File: config.mk
export PLATFORM = sky130hd
export DESIGN_NAME = ipv4_dotted_quad_parser
export DESIGN_NICKNAME = d
export VERILOG_FILES = /design/src/hw/rtl/ipv4dq_pkg.sv /design/src/hw/rtl/ipv4dq_in_reg.sv /design/src/hw/rtl/ipv4dq_step.sv /design/src/hw/rtl/ipv4_dotted_quad_parser.sv
export SDC_FILE = /design/constraint.sdc
export NUM_CORES = 1
export LEC_CHECK = 0
export ABC_AREA = 1
export BUFFER_PORTS_ARGS = -buffer_cell sky130_fd_sc_hd__buf_2
export CAP_MARGIN = 10
export CORE_ASPECT_RATIO = 0.75
export CORE_UTILIZATION = 25
export CTS_CLUSTER_DIAMETER = 200
export CTS_CLUSTER_SIZE = 24
export DETAILED_ROUTE_END_ITERATION = 7
export GPL_TIMING_DRIVEN = 0
export PLACE_DENSITY = 0.45
export RECOVER_POWER = 50
export SLEW_MARGIN = 10
export SYNTH_ARGS = -nofsm -noshare
export SYNTH_HDL_FRONTEND = slang
export SYNTH_HIERARCHICAL = 1
export SYNTH_SLANG_ARGS = --single-unit
File: constraint.sdc
create_clock -name i_clk -period 4.83 [get_ports i_clk]
set_clock_uncertainty 0.1 [all_clocks]
set_input_delay 0.483 -clock i_clk [delete_from_list [all_inputs] [get_ports i_clk]]
set_output_delay 0.483 -clock i_clk [all_outputs]
set_load 0.01 [all_outputs]
File: src/hw/rtl/ipv4dq_pkg.sv
// Package for the dotted-quad IPv4 parser: word types, parse state and
// character constants. No dependencies.
package ipv4dq_pkg;

    typedef struct packed {
        logic [7:0] byte_in;
        logic       last;
    } t_in_word;

    typedef struct packed {
        logic [31:0] address;
        logic [3:0]  consumed;
        logic        status;
    } t_out_word;

    typedef enum logic [1:0] {
        PH_START  = 2'd0,
        PH_DIGITS = 2'd1,
        PH_DRAIN  = 2'd2
    } t_phase;

    typedef struct packed {
        t_phase      phase;
        logic [1:0]  octet_index;
        logic [7:0]  octet_value;
        logic [1:0]  digit_count;
        logic        leading_zero;
        logic [23:0] packed_octets;
        logic [3:0]  byte_count;
    } t_parse_state;

    localparam logic [7:0] CH_DOT   = 8'h2E;
    localparam logic [7:0] CH_SPACE = 8'h20;
    localparam logic [7:0] CH_NUL   = 8'h00;
    localparam logic [7:0] CH_ZERO  = 8'h30;
    localparam logic [7:0] CH_NINE  = 8'h39;

    localparam logic [11:0] OCTET_MAX  = 12'd255;
    localparam logic [1:0]  LAST_OCTET = 2'd3;
    localparam logic [1:0]  MAX_DIGITS = 2'd3;

    localparam logic ST_OK  = 1'b0;
    localparam logic ST_ERR = 1'b1;

    localparam t_parse_state PARSE_CLEAR = '{
        phase:         PH_START,
        octet_index:   2'd0,
        octet_value:   8'd0,
        digit_count:   2'd0,
        leading_zero:  1'b0,
        packed_octets: 24'd0,
        byte_count:    4'd0
    };

endpackage

File: src/hw/rtl/ipv4dq_in_reg.sv
// Input register of the dotted-quad parser: holds one word for the step logic.
// Depends on ipv4dq_pkg.
module ipv4dq_in_reg (
    input  logic                i_clk,
    input  logic                i_rst_n,
    input  logic                i_valid,
    output logic                o_ready,
    input  ipv4dq_pkg::t_in_word i_word,
    output logic                o_valid,
    input  logic                i_take,
    output ipv4dq_pkg::t_in_word o_word
);

    logic                 r_valid;
    ipv4dq_pkg::t_in_word r_word;

    assign o_ready = !r_valid || i_take;
    assign o_valid = r_valid;
    assign o_word  = r_word;

    always_ff @(posedge i_clk) begin
        if (!i_rst_n) begin
            r_valid <= 1'b0;
        end else if (o_ready) begin
            r_valid <= i_valid;
        end
    end

    always_ff @(posedge i_clk) begin
        if (o_ready && i_valid) begin
            r_word <= i_word;
        end
    end

endmodule

File: src/hw/rtl/ipv4dq_step.sv
// Per-byte parse step: next parse state and the optional result word.
// Purely combinational. Depends on ipv4dq_pkg.
module ipv4dq_step (
    input  ipv4dq_pkg::t_parse_state i_state,
    input  ipv4dq_pkg::t_in_word     i_word,
    output ipv4dq_pkg::t_parse_state o_state,
    output logic                     o_emit,
    output ipv4dq_pkg::t_out_word    o_result
);

    logic [7:0]               ch;
    logic                     is_digit;
    logic [3:0]               dval;
    logic [11:0]              acc;
    logic                     fin;
    logic                     ok;
    ipv4dq_pkg::t_parse_state upd;

    assign ch       = i_word.byte_in;
    assign is_digit = (ch >= ipv4dq_pkg::CH_ZERO) && (ch <= ipv4dq_pkg::CH_NINE);
    assign dval     = 4'(ch - ipv4dq_pkg::CH_ZERO);
    // value * 10 + digit, as 8x + 2x + d
    assign acc      = {1'b0, i_state.octet_value, 3'b000}
                    + {3'b000, i_state.octet_value, 1'b0}
                    + {8'd0, dval};

    always_comb begin
        upd = i_state;
        fin = 1'b0;
        ok  = 1'b0;
        unique case (i_state.phase)
            ipv4dq_pkg::PH_START: begin
                if (!is_digit) begin
                    fin = 1'b1;
                end else begin
                    upd.octet_value  = {4'd0, dval};
                    upd.digit_count  = 2'd1;
                    upd.leading_zero = (dval == 4'd0);
                    upd.byte_count   = i_state.byte_count + 4'd1;
                    upd.phase        = ipv4dq_pkg::PH_DIGITS;
                    if (i_word.last) begin
                        fin = 1'b1;
                        ok  = (i_state.octet_index == ipv4dq_pkg::LAST_OCTET);
                    end
                end
            end
            ipv4dq_pkg::PH_DIGITS: begin
                if (is_digit) begin
                    if (i_state.leading_zero
                        || (i_state.digit_count >= ipv4dq_pkg::MAX_DIGITS)
                        || (acc > ipv4dq_pkg::OCTET_MAX)) begin
                        fin = 1'b1;
                    end else begin
                        upd.octet_value = acc[7:0];
                        upd.digit_count = i_state.digit_count + 2'd1;
                        upd.byte_count  = i_state.byte_count + 4'd1;
                        if (i_word.last) begin
                            fin = 1'b1;
                            ok  = (i_state.octet_index == ipv4dq_pkg::LAST_OCTET);
                        end
                    end
                end else if (i_state.octet_index != ipv4dq_pkg::LAST_OCTET) begin
                    if (ch != ipv4dq_pkg::CH_DOT) begin
                        fin = 1'b1;
                    end else begin
                        upd.packed_octets = {i_state.packed_octets[15:0],
                                             i_state.octet_value};
                        upd.octet_value   = 8'd0;
                        upd.digit_count   = 2'd0;
                        upd.leading_zero  = 1'b0;
                        upd.octet_index   = i_state.octet_index + 2'd1;
                        upd.byte_count    = i_state.byte_count + 4'd1;
                        upd.phase         = ipv4dq_pkg::PH_START;
                        // a dot on the final byte leaves the address short
                        fin = i_word.last;
                    end
                end else begin
                    // terminator after the fourth octet, not consumed
                    fin = 1'b1;
                    ok  = (ch == ipv4dq_pkg::CH_SPACE) || (ch == ipv4dq_pkg::CH_NUL);
                end
            end
            default: begin
                if (i_word.last) begin
                    upd = ipv4dq_pkg::PARSE_CLEAR;
                end
            end
        endcase
    end

    always_comb begin
        o_emit = fin;
        if (ok) begin
            o_result.address  = {upd.packed_octets, upd.octet_value};
            o_result.consumed = upd.byte_count;
            o_result.status   = ipv4dq_pkg::ST_OK;
        end else begin
            o_result.address  = 32'd0;
            o_result.consumed = 4'd0;
            o_result.status   = ipv4dq_pkg::ST_ERR;
        end
        if (fin) begin
            o_state = ipv4dq_pkg::PARSE_CLEAR;
            // drain the rest of the buffer unless this was its final byte
            if (!i_word.last) begin
                o_state.phase = ipv4dq_pkg::PH_DRAIN;
            end
        end else begin
            o_state = upd;
        end
    end

endmodule

File: src/hw/rtl/ipv4_dotted_quad_parser.sv
// Streaming dotted-decimal IPv4 address parser, top level.
// Uses ipv4dq_pkg, ipv4dq_in_reg and ipv4dq_step.
//
// Input channel (i_in_valid / o_in_ready / i_in_word) carries one ASCII byte
// of a buffer per word, with .last set on the buffer's final byte.
// Output channel (o_out_valid / i_out_ready / o_out_word) carries one result
// per address: the packed address and bytes consumed with status 0, or
// status 1 with address and count 0 on a syntax or range error. After a
// result, the remaining bytes of that buffer are dropped.
// An accepted word lands in the input register; the combinational parse step
// then works on it and writes any result into the output register, where it
// appears once the staged word advances; a full result slot can hold it back.
// One word is taken per cycle while the staged word can advance; only a result
// that would go into a full slot that is not being read stalls the flow.
// Reset clears both valid flags and returns the parser to the start of a
// buffer. While the receiver holds i_out_ready low with a result pending,
// bytes that give no result keep flowing; a byte that would give a second
// result waits in the input register, and then the input channel stalls.
module ipv4_dotted_quad_parser (
    input  logic                  i_clk,
    input  logic                  i_rst_n,
    input  logic                  i_in_valid,
    output logic                  o_in_ready,
    input  ipv4dq_pkg::t_in_word  i_in_word,
    output logic                  o_out_valid,
    input  logic                  i_out_ready,
    output ipv4dq_pkg::t_out_word o_out_word
);

    logic                     stg_valid;
    ipv4dq_pkg::t_in_word     stg_word;
    logic                     advance;
    logic                     emit;
    ipv4dq_pkg::t_parse_state n_state;
    ipv4dq_pkg::t_out_word    result;

    ipv4dq_pkg::t_parse_state r_state;
    logic                     r_out_valid;
    ipv4dq_pkg::t_out_word    r_out_word;

    ipv4dq_in_reg u_in_reg (
        .i_clk   (i_clk),
        .i_rst_n (i_rst_n),
        .i_valid (i_in_valid),
        .o_ready (o_in_ready),
        .i_word  (i_in_word),
        .o_valid (stg_valid),
        .i_take  (advance),
        .o_word  (stg_word)
    );

    ipv4dq_step u_step (
        .i_state  (r_state),
        .i_word   (stg_word),
        .o_state  (n_state),
        .o_emit   (emit),
        .o_result (result)
    );

    // hold the staged word only if it would produce a result into a full slot that is not being read
    assign advance = stg_valid && (!emit || !r_out_valid || i_out_ready);

    always_ff @(posedge i_clk) begin
        if (!i_rst_n) begin
            r_state     <= ipv4dq_pkg::PARSE_CLEAR;
            r_out_valid <= 1'b0;
        end else begin
            if (advance) begin
                r_state <= n_state;
            end
            if (advance && emit) begin
                r_out_valid <= 1'b1;
            end else if (i_out_ready) begin
                r_out_valid <= 1'b0;
            end
        end
    end

    always_ff @(posedge i_clk) begin
        if (advance && emit) begin
            r_out_word <= result;
        end
    end

    assign o_out_valid = r_out_valid;
    assign o_out_word  = r_out_word;

    a_err_zero: assert property (@(posedge i_clk) disable iff (!i_rst_n)
        (o_out_valid && (o_out_word.status == ipv4dq_pkg::ST_ERR))
        |-> (o_out_word.address == 32'd0) && (o_out_word.consumed == 4'd0))
        else $error("error result carries nonzero address or count");

    a_ok_min_len: assert property (@(posedge i_clk) disable iff (!i_rst_n)
        (o_out_valid && (o_out_word.status == ipv4dq_pkg::ST_OK))
        |-> (o_out_word.consumed >= 4'd7))
        else $error("successful result shorter than a minimal address");

    a_reset_clear: assert property (@(posedge i_clk)
        !i_rst_n |=> (r_state.phase == ipv4dq_pkg::PH_START)
                     && (r_state.byte_count == 4'd0) && !r_out_valid)
        else $error("parse state not cleared by reset");

    a_ready_when_empty: assert property (@(posedge i_clk) disable iff (!i_rst_n)
        !r_out_valid |-> o_in_ready)
        else $error("input stalled with an empty result slot");

endmodule

### Word-level counts from Yosys, hierarchy flattened

Index checks and enable logic that the tools add are counted.

| word-level totals | value |
|---|---|
| register bits | 91 |
| input port bits | 13 |
| logic and storage cells | 94 |

| operators by class | value |
|---|---|
| $add $sub $neg | 6 |
| $lt $le $gt $ge | 4 |
| equality and inequality tests | 13 |
| muxes and demuxes | 35 |
| reduce and logical (&&, ||, !) cells | 22 |

Operators with widths:

| cell | number |
|---|---|
| 43-bit two-way mux | 4 |
| 24-bit one-hot mux with 2 select lines | 1 |
| 25-bit two-way mux | 1 |
| 11-bit one-hot mux with 2 select lines | 1 |
| 10-bit two-way mux | 2 |
| 6-bit AND reduction | 3 |
| 4-bit two-way mux | 4 |
| 1-bit two-way mux | 14 |
| 11-bit by 9-bit adder with 12-bit output | 1 |
| 12-bit by 4-bit adder with 12-bit output | 1 |
| 12-bit by 8-bit greater-than comparator with 1-bit output (second input constant) | 1 |
| 11-bit two-way mux | 1 |
| 8-bit by 6-bit equality test with 1-bit output (second input constant) | 1 |
| 8-bit by 6-bit greater-or-equal comparator with 1-bit output (second input constant) | 1 |
| 8-bit by 6-bit <= comparator with 1-bit output (second input constant) | 1 |
| 8-bit logical NOT | 1 |
| 8-bit by 6-bit inequality test with 1-bit output (second input constant) | 1 |
| 2-bit one-hot mux with 2 select lines | 2 |
| 4-bit one-hot mux with 2 select lines | 1 |
| 1-bit logical OR | 6 |
| 3-bit by 2-bit inequality test with 1-bit output (second input constant) | 2 |
| 3-bit inequality test (second input constant) | 2 |
| 2-bit by 1-bit adder with 2-bit output (second input constant) | 2 |
| 4-bit by 1-bit adder with 4-bit output (second input constant) | 1 |
| other kinds (17) | 25 |

### Longest topological paths before layout

Gate-level depths: netlist of run 1.

| depth | value |
|---|---|
| depth after elaboration | 13 |
| mapped depth | 22 |

### Modules after synthesis

Netlist of run 1, hierarchy kept.

Modules (own cells, without submodules):

| module | instances | cells each | area an instance (um^2) |
|---|---|---|---|
| ipv4_dotted_quad_parser | 1 | 331 | 3094.2 |
| ipv4dq_step | 1 | 407 | 2225.9 |
| ipv4dq_in_reg | 1 | 16 | 321.6 |

### Least setup slack after synthesis of run 1

Ideal clock, no wire load.

| timing path | value |
|---|---|
| path type | reg-to-reg |
| start | register u_in_reg.r_word (netlist bit u_in_reg/o_word[4]) |
| end | register r_out_word (netlist bit o_out_word[0]), enable pin |
| setup time | 0.392 ns |
| arrival | 3.525 ns |
| required time | 4.338 ns |
| path slack | 0.814 ns |
| cell stages (with the launch flop) | 19 |
| clock period less this slack | 4.016 ns |
| cell sequence | edfxtp_1 > inv_1 > fa_1 > inv_1 > fa_1 > nand2_1 > nand2_1 > nand3_1 > nand3_1 > nand2_1 > nand2_2 > nor2_8 > nand2_4 > nand3_4 > nand2_4 > buf_6 > a31oi_1 > nand2_1 > inv_1 |

| between the ends | value |
|---|---|
| cells in the longest elaborated chain, start to end | 12 |
| elaborated cells on any way between the ends | 19 |
| classes of those cells | add/sub: 2; order compare: 3; eq/ne: 1; mux: 6; reduce/logical: 7 |

Ends and longest elaborated chain:

| what | RTL line | text |
|---|---|---|
| from (decl) | ipv4dq_in_reg.sv:15 | `ipv4dq_pkg::t_in_word r_word;` |
| from (signal assigned) | ipv4dq_in_reg.sv:31 | `r_word <= i_word;` |
| 4-bit by 1-bit subtractor with 4-bit output | ipv4dq_step.sv:21 | `assign dval = 4'(ch - ipv4dq_pkg::CH_ZERO);` |
| 12-bit by 4-bit adder with 12-bit output | ipv4dq_step.sv:25 | `+ {8'd0, dval};` |
| 12-bit by 8-bit greater-than comparator with 1-bit output | ipv4dq_step.sv:51 | `\|\| (acc > ipv4dq_pkg::OCTET_MAX)) begin` |
| 1-bit logical OR | ipv4dq_step.sv:51 |  |
| 1-bit two-way mux | ipv4dq_step.sv:49 | `if (i_state.leading_zero` |
| 1-bit two-way mux | ipv4dq_step.sv:48 | `if (is_digit) begin` |
| 1-bit one-hot mux with 2 select lines (*) | ipv4dq_step.sv:31 | `unique case (i_state.phase)` |
| named net emit | ipv4_dotted_quad_parser.sv:33 | `logic emit;` |
| 1-bit logical NOT (*) | ipv4_dotted_quad_parser.sv:61 | `assign advance = stg_valid && (!emit \|\| !r_out_valid \|\| i_out_ready);` |
| 1-bit logical OR (*) (2 in series) | ipv4_dotted_quad_parser.sv:61 |  |
| 1-bit logical AND (*) | ipv4_dotted_quad_parser.sv:61 |  |
| named net advance | ipv4_dotted_quad_parser.sv:32 | `logic advance;` |
| 1-bit logical AND (*) | ipv4_dotted_quad_parser.sv:80 | `if (advance && emit) begin` |
| to (signal assigned) | ipv4_dotted_quad_parser.sv:81 | `r_out_word <= result;` |
| to (decl) | ipv4_dotted_quad_parser.sv:39 | `ipv4dq_pkg::t_out_word r_out_word;` |

The timed path passes the listed nets; every way through them passes the cells marked *.
A chain may end at the register's enable or synchronous reset.

### Worst setup path after layout of run 1

| timing path | value |
|---|---|
| start | register r_state[33] (netlist name) |
| end | output o_in_ready |

| between the ends | value |
|---|---|
| cells in the longest elaborated chain, start to end | 12 |

Ends and longest elaborated chain:

| what | RTL line | text |
|---|---|---|
| from (decl) | ipv4_dotted_quad_parser.sv:37 | `ipv4dq_pkg::t_parse_state r_state;` |
| from (signal assigned) | ipv4_dotted_quad_parser.sv:65 | `r_state <= ipv4dq_pkg::PARSE_CLEAR;` |
| from (signal assigned) | ipv4_dotted_quad_parser.sv:69 | `r_state <= n_state;` |
| 11-bit by 9-bit adder with 12-bit output | ipv4dq_step.sv:24 | `+ {3'b000, i_state.octet_value, 1'b0}` |
| 12-bit by 4-bit adder with 12-bit output | ipv4dq_step.sv:25 |  |
| 12-bit by 8-bit greater-than comparator with 1-bit output | ipv4dq_step.sv:51 |  |
| 1-bit logical OR | ipv4dq_step.sv:51 |  |
| 1-bit two-way mux | ipv4dq_step.sv:49 |  |
| 1-bit two-way mux | ipv4dq_step.sv:48 |  |
| 1-bit one-hot mux with 2 select lines | ipv4dq_step.sv:31 |  |
| named net emit | ipv4_dotted_quad_parser.sv:33 |  |
| 1-bit logical NOT | ipv4_dotted_quad_parser.sv:61 |  |
| 1-bit logical OR (2 in series) | ipv4_dotted_quad_parser.sv:61 |  |
| 1-bit logical AND | ipv4_dotted_quad_parser.sv:61 |  |
| named net advance | ipv4_dotted_quad_parser.sv:32 |  |
| 1-bit logical OR | ipv4dq_in_reg.sv:17 | `assign o_ready = !r_valid \|\| i_take;` |
| to (decl) | ipv4_dotted_quad_parser.sv:23 | `output logic o_in_ready,` |

The timed path passes the listed nets, and every way through them passes these cells.

==> results of run 1 <==
[synthesized netlist by cell type]
cell type,instances
a22o_1,1
inv_1,96
or2_1,2
nand4_4,1
o21ai_0,22
nand3_4,2
buf_1,1
edfxtp_1,46
nor3_1,2
o21a_1,1
nand3_1,66
nand2_2,5
xnor2_1,3
nand2_4,3
nor2_2,8
buf_4,4
o22ai_1,2
or2_2,1
nor2_4,2
a21oi_2,11
ha_1,18
a21oi_1,70
inv_2,5
nand3_2,2
fa_1,2
clkbuf_1,15
nor2_1,110
a31oi_1,2
o21ai_4,1
buf_2,10
nand2_1,149
a221oi_1,2
dfxtp_1,45
xor2_1,3
nand4_1,7
buf_6,9
a22oi_1,17
nand3b_1,1
nor2_8,1
o211ai_1,6
[final timing paths]
kind / endpoint / slack (ns) / cells after the start
hold reg to reg: r_state[24] / 0.38 / 2
setup / recovery: o_in_ready / 0.31 / 19
hold / removal: u_in_reg/o_word[7] / 0.21 / 1
setup reg to reg: o_out_word[33] / 0.36 / 15
[worst max-delay path, cell delays in order, from the launching register on]
cell,delay [ns]
dfxtp_1,0.49
inv_1,0.18
fa_1,0.51
inv_1,0.06
fa_1,0.47
nand2_1,0.08
nand2_1,0.10
nand3_1,0.13
nand3_1,0.09
nand2_1,0.11
nand2_2,0.10
nor2_8,0.22
nand2_4,0.13
nand3_4,0.10
nand2_4,0.10
buf_6,0.19
a31oi_1,0.24
inv_2,0.07
nand2_2,0.07
buf_2,0.13
[registers in the layout (all words and copies together), names as in the netlist]
| name | count |
|---|---|
| r_state | 43 |
| o_out_word | 37 |
| u_in_reg/o_word | 9 |
| o_out_valid | 1 |
| u_in_reg/o_valid | 1 |
[cell families (layout without fill, tap and decap cells)]
kind of cell             count (synthesis)  count (layout)
flip-flops                              91              91
AO/OA/AOI/OAI                          135             135
AND/OR/NAND/NOR                        362             362
adder cells (fa/ha/maj)                 20              20
buffers and inverters                  140             208
XOR/XNOR                                 6               6
[layer usage]
metal / vias to the layer above / part of all wire / global-route usage
li1: 2598 / - / -
met1: 2294 / 0.57 / 0.251
met2: 137 / 0.36 / 0.192
met3: 11 / 0.066 / 0.0346
met4: 0 / 0.0067 / 0.0343
met5: - / 0 / 0
[through the flow]
stage	setup TNS [ns]	total power, mW
2_1_floorplan	0	1.24
3_3_place_gp	-5.74	1.38
3_5_place_dp	0	1.38
4_1_cts	0	2.13
5_1_grt	0	2.20
6_report	0	2.09
[area by class of cell]
| class | count | area (sq um) | share of cell area |
|---|---|---|---|
| well taps | 294 | 368 | 0.0565 |
| clock inverters | 5 | 60.1 | 0.00922 |
| plain buffers | 39 | 230 | 0.0354 |
| flip-flops and latches | 91 | 2280 | 0.351 |
| repair buffers | 52 | 228 | 0.0350 |
| inverters | 101 | 379 | 0.0582 |
| clock buffers | 11 | 243 | 0.0373 |
| multi-input cells | 523 | 2720 | 0.418 |
[power by group]
group	total, mW	leakage (nW)	internal, mW	switching, mW
sequential	0.920	0.789	0.871	0.0489
clock	0.736	0.148	0.419	0.317
combinational	0.438	1.64	0.147	0.291
total	2.09	2.57	1.44	0.656
[timing repair]
action	4_1_cts	5_1_grt
setup buffers	0	0
resized for setup	0	1
setup endpoints to repair	0	9
==> reports/metrics.cfg, run 1 <==
[logic_synthesis]
seq_area_frac_synth = 0.405
synth_xor_xnor_area_share = 0.00931
synth_cell_type_count = 40
avgSynthCellArea_sq_um = 7.48
synth_top_family_by_area = simple AND/OR/NAND/NOR gates
ys_ff_latch = 91
yosysTopAreaCellShare = 0.245
yosysWarnings = 6
synthMuxAreaShare = 0
syn_inst = 754
yosysTopAreaCell = edfxtp_1
synthAdderAreaFrac = 0.0470
synth_nets = 787
syn_area_sq_um = 5640
synth_area_leaders = edfxtp_1 24%, dfxtp_1 16%, nand2_1 9.9%, nor2_1 7.3%, inv_1 6.4%
synth_compound_area_frac = 0.143
yosys.area_share.simple = 0.287

[critical_path]
startpoint = r_state[33]
worst_setup_path_end_kind = output pin
worstPathRequired_ns = 4.25
cp_max_fo = 13
timing.critical_path.arrival_ns = 3.94
start_kind = register
rr_startpoint = r_state[33]
setup.worst_path.class = register to output pin

[pwr]
power.leakage_nw = 2.57
power_density_nw_per_um2 = 322
vdd_drop_max_mv = 0.141

[place]
dp_slack_ns = 0.261
dpl_cell_area_sq_um = 6280
globalplace.congestion = 0.860
placed_cells = 1100
io_buffers = 51
hpwl_um = 13000

[cts]
cts.sinks = 91
tritoncts = done
clkLatencyLatePin_ns = 0.35
clk_path_buf_depth = 2
clkTransAtPathRegs_ns = 0.07
cts_root_buffer = clkbuf_16
cts_max_level = 3
hold_buffers = 0
cts_buffers = 9

[sta]
slew_headroom = 0.271
period_needed_ns = 4.52
fin_crit_sh = 0.936
fmax_mhz = 221
fin_ws_ns = 0.310
setup_viol = 0
final_hold_viol_count = 0
drv_slew = 0
rsz0062_at_grt = false
holdWs_ns = 0.206
worst_pin_slew_ns = 1.09

[finish]
drive_above_1_share = 0.111
antenna_cells = 0
final_area_sq_um = 6510
nNetsFinal = 850
final_cell_count_no_fill = 1116
layout_commonest_cell = nand2_1
fill_cells = 2508
syn2layout_area_growth_pct = 15.4
final_util = 0.294
final_cell_mix = 151 x nand2_1, 110 x nor2_1, 96 x inv_1, 69 x a21oi_1, 66 x nand3_1

[die]
dieArea_sq_um = 23200
fp.dieH_um = 132
die_x_um = 175
start_util = 0.255
core-area_sq_um = 22100
boundaryPins = 52
num_rows = 47

[hold_path]
hold_path_class = input port to register
hold_path_startpoint = i_in_word[7]

[run_status]
outcome = finished, final reports clean

[global_routing]
track_usage = 0.153
antenna_found_initial = 0
grt_pass1_wl_um = 27100
grt_max_degree = 35
gr-total-overflow = 0
grt_pass1_vias = 4788

[drt]
routedWlPerCell_um = 15.3
drt_pass1_iterations = 5
routed_wl_um = 17100
ant_nets = 0
viasPerCell = 4.52
drt_iter0_drc = 410
num_vias = 5040
drc = 0

[job]
drv_cap = 0

Note: power is estimated with default switching activity, not from simulation.
==> inputs of run 2 (changes only) <==
==> constraint.sdc (replaced) <==
create_clock -name i_clk -period 4.83 [get_ports i_clk]
set_clock_uncertainty 0.1 [all_clocks]
set_input_delay 1.449 -clock i_clk [delete_from_list [all_inputs] [get_ports i_clk]]
set_output_delay 1.449 -clock i_clk [all_outputs]
set_load 0.01 [all_outputs]
==> reports/metrics.cfg, run 2 (same netlist as run 1, synthesis figures left out) <==
[place]
hpwl_um = 13000  ; unchanged
io_buffers = 51  ; unchanged
dpl_cell_area_sq_um = 6280  ; unchanged
globalplace.congestion = 0.860  ; unchanged

[hold_path]
hold_path_class = register to register  ; was input port to register
min_to = r_state[24]  ; was u_in_reg/o_word[7]
hold_depth = 2  ; was 1
hold_path_startpoint = r_state[24]  ; was i_in_word[7]

[drt]
ant_nets = 0  ; unchanged
viasPerCell = 4.53  ; was 4.52
drt_pass1_iterations = 5  ; unchanged
routedWlPerCell_um = 15.4  ; was 15.3 um
drt_iter0_drc = 378  ; was 410
routed_wl_um = 17400  ; was 17,100 um
num_vias = 5112  ; was 5,040
drc = 0  ; unchanged

[sta]
drv_slew = 0  ; unchanged
final_hold_viol_count = 0  ; unchanged
fmax_mhz = 214  ; was 221 MHz
fin_setup_tns_ns = 0  ; unchanged
setup_viol = 0  ; unchanged
worst_pin_slew_ns = 0.927  ; was 1.09 ns
slew_headroom = 0.382  ; was 0.271
fin_crit_sh = 0.969  ; was 0.936
period_needed_ns = 4.68  ; was 4.52 ns

[pwr]
power_density_nw_per_um2 = 316  ; was 322 nW/um^2
power.leakage_nw = 2.65  ; was 2.57 nW
vdd_drop_max_mv = 0.139  ; was 0.141 mV
power.total_mw = 2.13  ; was 2.09 mW

[die]
core-area_sq_um = 22100  ; unchanged
dieArea_sq_um = 23200  ; unchanged
start_util = 0.255  ; unchanged
boundaryPins = 52  ; unchanged
die_x_um = 175  ; unchanged
num_rows = 47  ; unchanged
fp.dieH_um = 132  ; unchanged

[cts]
tritoncts = done  ; unchanged
clk_path_buf_depth = 2  ; unchanged
clkTransAtPathRegs_ns = 0.07  ; about the same
cts.sinks = 91  ; unchanged
cts_root_buffer = clkbuf_16  ; unchanged
cts_max_level = 3  ; unchanged
clkLatencyLatePin_ns = 0.35  ; about the same
cts_buffers = 9  ; unchanged

[global_routing]
antenna_found_initial = 0  ; unchanged
grt_pass1_wl_um = 27400  ; was 27,100 um
grt_pass1_vias = 4844  ; was 4,788
grt_max_degree = 35  ; unchanged
gr-total-overflow = 0  ; unchanged
track_usage = 0.155  ; was 0.153

[finish]
syn2layout_area_growth_pct = 19.5  ; was 15.4%
fill_cells = 2497  ; was 2,508
regMostFlops = r_state  ; unchanged
final_cell_mix = 144 x nand2_1, 110 x nor2_1, 91 x inv_1, 69 x a21oi_1, 61 x nand3_1  ; was 151 x nand2_1, 110 x nor2_1, 96 x inv_1, 69 x a21oi_1, 66 x nand3_1
antenna_cells = 0  ; unchanged
largest_register_ffs = 43  ; unchanged
layout_commonest_cell = nand2_1  ; unchanged
drive_above_1_share = 0.154  ; was 0.111
final_area_sq_um = 6740  ; was 6510 sq um
nNetsFinal = 863  ; was 850

[critical_path]
rr_endpoint = u_in_reg/o_word[3]  ; was o_out_word[33]
timing.critical_path.arrival_ns = 3.13  ; was 3.94 ns
rr_startpoint = r_state[33]  ; unchanged
cp_max_fo = 6  ; was 13
worstPathRequired_ns = 3.28  ; was 4.25 ns
start_kind = register  ; unchanged
setup.worst_path.class = register to output pin  ; unchanged
r2r_setup_slack_ns = 0.92  ; was 0.36 ns
worst_setup_path_end_kind = output pin  ; unchanged
reg2regPathDepth = 18  ; was 15

[job]
drv_cap = 0  ; unchanged

[run_status]
outcome = finished, final reports clean  ; unchanged

run 2: changes by cell type in the layout (fill, tap and decap cells not counted), sizes merged:
cell	change
clkbuf	-3
buf	+16
run 2: how the worst max path moves through the flow:
| stage | end | from | cells past startpoint | slack, ns |
|---|---|---|---|---|
| global route | o_in_ready | r_state[33] | 18 | -0.01 |
| detailed placement | o_in_ready | r_state[33] | 19 | -0.25 |
| floorplan | o_in_ready | u_in_reg/o_word[4] | 18 | 0.43 |
| CTS | o_in_ready | u_in_reg/o_word[4] | 19 | 0.02 |
| finish | o_in_ready | r_state[33] | 18 | 0.15 |
| global placement | o_in_ready | r_state[33] | 19 | -0.21 |
run 2: metal layers:
metal / up-vias / routed length (um) / global-route usage
met5: - / 0 / 0
met4: 0 / 138 / 0.0343
met3: 13 / 1150 / 0.0323
met2: 124 / 6310 / 0.196
met1: 2354 / 9770 / 0.255
li1: 2621 / - / -
run 2: final cells by class:
cell class | count | area (sq um) | share of cell area
clock buffer | 11 | 243 | 0.0360
inverter | 101 | 382 | 0.0566
tap | 294 | 368 | 0.0546
sequential | 91 | 2290 | 0.340
buffer | 38 | 230 | 0.0341
multi-input combinational | 523 | 2830 | 0.420
timing repair buffer | 66 | 339 | 0.0503
clock inverter | 5 | 60.1 | 0.00891
run 2: per-stage QoR:
step | instances | hold WS (ns) | utilization | worst slack (ns)
global placement | 1099 | 0.362 | 0.283 | -0.212
finish | 1129 | 0.381 | 0.305 | 0.150
global route | 1129 | 0.410 | 0.305 | -0.0119
floorplan | 754 | 0.352 | - | 0.426
detailed placement | 1100 | 0.369 | 0.284 | -0.254
CTS | 1122 | 0.387 | 0.304 | 0.0241
run 2: critical path, stage by stage (launching register included):
cell and delay [ns]:
dfxtp_4 0.40, inv_4 0.06, fa_1 0.54, inv_2 0.05
fa_2 0.41, nand2_2 0.10, nand2_4 0.07, nand3_4 0.09
nand3_2 0.07, nand2_1 0.08, nand2_2 0.09, nor2_8 0.14
nand2_4 0.07, nand3_4 0.09, nand2_8 0.09, a31oi_4 0.18
inv_2 0.06, nand2_2 0.07, buf_6 0.10
run 2: repair_timing:
action,CTS,global route
hold buffers,0,0
buffers inserted,6,8
gates resized for setup,24,9
setup endpoints to repair,1,1
pin swaps,3,9
run 2: report_power, final:
| part | switching [mW] | total (mW) | internal [mW] |
|---|---|---|---|
| Clock | 0.318 | 0.737 | 0.419 |
| Sequential | 0.0488 | 0.920 | 0.872 |
| Combinational | 0.307 | 0.474 | 0.167 |
| Total | 0.674 | 2.13 | 1.46 |
==> inputs of run 3 (changes only) <==
--- a/config.mk
+++ b/config.mk
@@ -5,7 +5,6 @@
 export SDC_FILE = /design/constraint.sdc
 export NUM_CORES = 1
 export LEC_CHECK = 0
-export ABC_AREA = 1
 export BUFFER_PORTS_ARGS = -buffer_cell sky130_fd_sc_hd__buf_2
 export CAP_MARGIN = 10
 export CORE_ASPECT_RATIO = 0.75
==> reports/metrics.cfg, run 3 <==
[run_status]
outcome = finished, final reports clean  ; unchanged

[critical_path]
crit_path_cell_trace = inv_2 -> fa_1 -> inv_2 -> ha_4 -> a211oi_2 -> o21bai_1 -> a21oi_2 -> mux2_4 -> nor3_4 -> o31ai_4 -> a21boi_2 -> nand2b_4 -> buf_6  ; was inv_4 -> fa_1 -> inv_2 -> fa_2 -> nand2_2 -> nand2_4 -> nand3_4 -> nand3_2 -> nand2_1 -> nand2_2 -> nor2_8 -> nand2_4 -> nand3_4 -> nand2_8 -> a31oi_4 -> inv_2 -> nand2_2 -> buf_6
timing.critical_path.arrival_ns = 3.25  ; was 3.13 ns
setup.worst_path.class = register to output pin  ; unchanged
start_kind = register  ; unchanged
cp_slowest_cell = fa_1  ; unchanged
worst_setup_path_end_kind = output pin  ; unchanged
path_delay_family = compound AO/OA/AOI/OAI gates  ; was simple AND/OR/NAND/NOR gates
slowest_delay_ns = 0.54  ; about the same
crit_buf_inv = 3  ; was 4
worstPathRequired_ns = 3.28  ; about the same
cp_max_fo = 3  ; was 6
cpMostUsedCell = inv_2  ; was nand2_2

[sta]
slew_headroom = 0.482  ; was 0.382
fin_setup_tns_ns = 0  ; unchanged
drv_slew = 0  ; unchanged
rsz0062_at_grt = true
period_needed_ns = 4.80  ; was 4.68 ns
worst_pin_slew_ns = 0.770  ; was 0.927 ns
final_hold_viol_count = 0  ; unchanged
fin_ws_ns = 0.0286  ; was 0.150 ns
fin_crit_sh = 0.994  ; was 0.969
fmax_mhz = 208  ; was 214 MHz
setup_viol = 0  ; unchanged

[global_routing]
busiest_layer = met1  ; unchanged
met1_usage = 0.234  ; was 0.255
antenna_found_initial = 0  ; unchanged
track_usage = 0.149  ; was 0.155
met2_usage = 0.205  ; was 0.196
grt_max_degree = 37  ; was 35
grt_pass1_vias = 4190  ; was 4,844
gr-total-overflow = 0  ; unchanged
grt_pass1_wl_um = 23900  ; was 27,400 um
grt_util_met3 = 0.0304  ; was 0.0323

[logic_synthesis]
avgSynthCellArea_sq_um = 9.31  ; was 7.48 sq um
yosysTopAreaCellShare = 0.272  ; was 0.245
ys_ff_latch = 91  ; unchanged
yosysMostFrequentCell = nand2_1  ; unchanged
syn_inst = 546  ; was 754
seq_area_frac_synth = 0.449  ; was 0.405
synth_area_leaders = edfxtp_1 27%, dfxtp_1 18%, mux2i_1 10%, nand2_1 7.4%, a21oi_1 5.4%  ; was edfxtp_1 24%, dfxtp_1 16%, nand2_1 9.9%, nor2_1 7.3%, inv_1 6.4%
synth_nets = 579  ; was 787
synth_cell_type_count = 59  ; was 40
synth_edf_count = 46  ; unchanged
syn_area_sq_um = 5080  ; was 5640 sq um
synthTopCellsByCount = 100 x nand2_1, 56 x nor2_1, 55 x a21oi_1  ; was 149 x nand2_1, 110 x nor2_1, 96 x inv_1
synth_ff_type = edfxtp_1  ; unchanged
yosysTopAreaCell = edfxtp_1  ; unchanged
async_flop_share = 0  ; unchanged
yosysWarnings = 6  ; unchanged

[place]
globalplace.congestion = 0.878  ; was 0.860
hpwl_um = 11200  ; was 13,000 um
placed_cells = 851  ; was 1,100
dp_slack_ns = -0.727  ; was -0.254 ns
io_buffers = 51  ; unchanged
dpl_cell_area_sq_um = 5700  ; was 6280 sq um

[drt]
viasPerCell = 4.98  ; was 4.53
drt_pass1_iterations = 7  ; was 5
routed_wl_um = 15400  ; was 17,400 um
drc = 0  ; unchanged
drt_iter0_drc = 342  ; was 378
ant_nets = 0  ; unchanged
num_vias = 4368  ; was 5,112
routedWlPerCell_um = 17.5  ; was 15.4 um

[hold_path]
hold_path_class = register to register  ; unchanged

[pwr]
power.leakage_nw = 2.09  ; was 2.65 nW
power_density_nw_per_um2 = 286  ; was 316 nW/um^2
power.total_mw = 1.75  ; was 2.13 mW
vdd_drop_max_mv = 0.123  ; was 0.139 mV

[finish]
final_cell_count_no_fill = 877  ; was 1,129
antenna_cells = 0  ; unchanged
drive_above_1_share = 0.143  ; was 0.154
largest_register_ffs = 43  ; unchanged
syn2layout_area_growth_pct = 20.4  ; was 19.5%
fill_cells = 2054  ; was 2,497
final_area_sq_um = 6120  ; was 6740 sq um
final_cell_mix = 100 x nand2_1, 58 x clkbuf_1, 56 x nor2_1, 53 x a21oi_1, 51 x mux2i_1  ; was 144 x nand2_1, 110 x nor2_1, 91 x inv_1, 69 x a21oi_1, 61 x nand3_1
regMostFlops = r_state  ; unchanged
layout_commonest_cell = nand2_1  ; unchanged
nNetsFinal = 652  ; was 863

[die]
start_util = 0.259  ; was 0.255
dieArea_sq_um = 20900  ; was 23,200 sq um
die_x_um = 167  ; was 175 um
num_rows = 44  ; was 47
fp.dieH_um = 125  ; was 132 um
boundaryPins = 52  ; unchanged
core-area_sq_um = 19700  ; was 22,100 sq um

[cts]
hold_buffers = 0  ; unchanged
cts_buffers = 9  ; unchanged
clk_path_buf_depth = 2  ; unchanged
cts_root_buffer = clkbuf_16  ; unchanged
cts_max_level = 3  ; unchanged
clkLatencyLatePin_ns = 0.34  ; was 0.35 ns
tritoncts = done  ; unchanged
clkTransAtPathRegs_ns = 0.07  ; about the same
cts.sinks = 91  ; unchanged

[job]
drv_cap = 0  ; unchanged

==> run 3: changes by cell type in the layout (fill, tap and decap cells not counted), moves of 17 or more <==
| cell | delta |
|---|---|
| nand2_1 | -44 |
| a22oi_1 | -17 |
| inv_1 | -85 |
| mux2i_1 | +51 |
| nor2_1 | -54 |
| and3_1 | +17 |
| nand3_1 | -50 |
==> run 3: layer usage <==
layer | wire length [um] | up-vias
met5 | 0 | -
met4 | 141 | 0
met3 | 852 | 10
met2 | 6130 | 148
met1 | 8260 | 2113
li1 | - | 2097
==> run 3: stage by stage <==
| step | hold WS (ns) | utilization |
|---|---|---|
| floorplan | 0.330 | - |
| global placement | 0.340 | 0.289 |
| detailed placement | 0.348 | 0.290 |
| CTS | 0.358 | 0.310 |
| global route | 0.386 | 0.311 |
| finish | 0.355 | 0.311 |
==> run 3: worst paths after layout <==
path	start	end	slack, ns	cells after the start
setup reg to reg	u_in_reg/o_word[4]	o_out_word[11]	0.92	13
hold / removal	r_state[23]	r_state[23]	0.36	2
hold reg to reg	r_state[23]	r_state[23]	0.36	2
setup / recovery	u_in_reg/o_word[4]	o_in_ready	0.03	13
==> run 3: final cells by class <==
cell class / count / area [sq um] / share of cell area
Sequential cell: 91 / 2290 / 0.374
Buffer: 30 / 176 / 0.0288
Clock inverter: 3 / 47.5 / 0.00777
Tap cell: 253 / 317 / 0.0517
Multi-Input combinational cell: 410 / 2650 / 0.432
Clock buffer: 13 / 260 / 0.0425
Timing Repair Buffer: 67 / 347 / 0.0566
Inverter: 10 / 37.5 / 0.00613
==> run 3: timing repair <==
item	CTS	global route
resized for setup	12	13
gates cloned	0	0
setup buffers	10	5
setup endpoints to repair	1	1
pin swaps	7	11
==> run 3: logic make-up (layout without fill, tap and decap cells) <==
kind of cell             after synthesis  in the layout  synth area share
multiplexers                          54             54             0.109
buffers and inverters                 45            123            0.0507
AND/OR/NAND/NOR                      239            239             0.221
flip-flops                            91             91             0.449
adder cells (fa/ha/maj)               20             20            0.0522
XOR/XNOR                               2              2           0.00345
AO/OA/AOI/OAI                         95             95             0.114
==> run 3: worst min-delay path: cells and delay by family, from the launching register on <==
| family | cells | cell delay [ns] |
|---|---|---|
| mux | 1 | 0.05 |
| simple gates | 1 | 0.05 |
| flops | 1 | 0.31 |
==> run 3: where the power goes <==
| part | switching [mW] | total [mW] | internal (mW) |
|---|---|---|---|
| clock network | 0.302 | 0.734 | 0.432 |
| registers | 0.0137 | 0.855 | 0.841 |
| logic | 0.103 | 0.159 | 0.0564 |
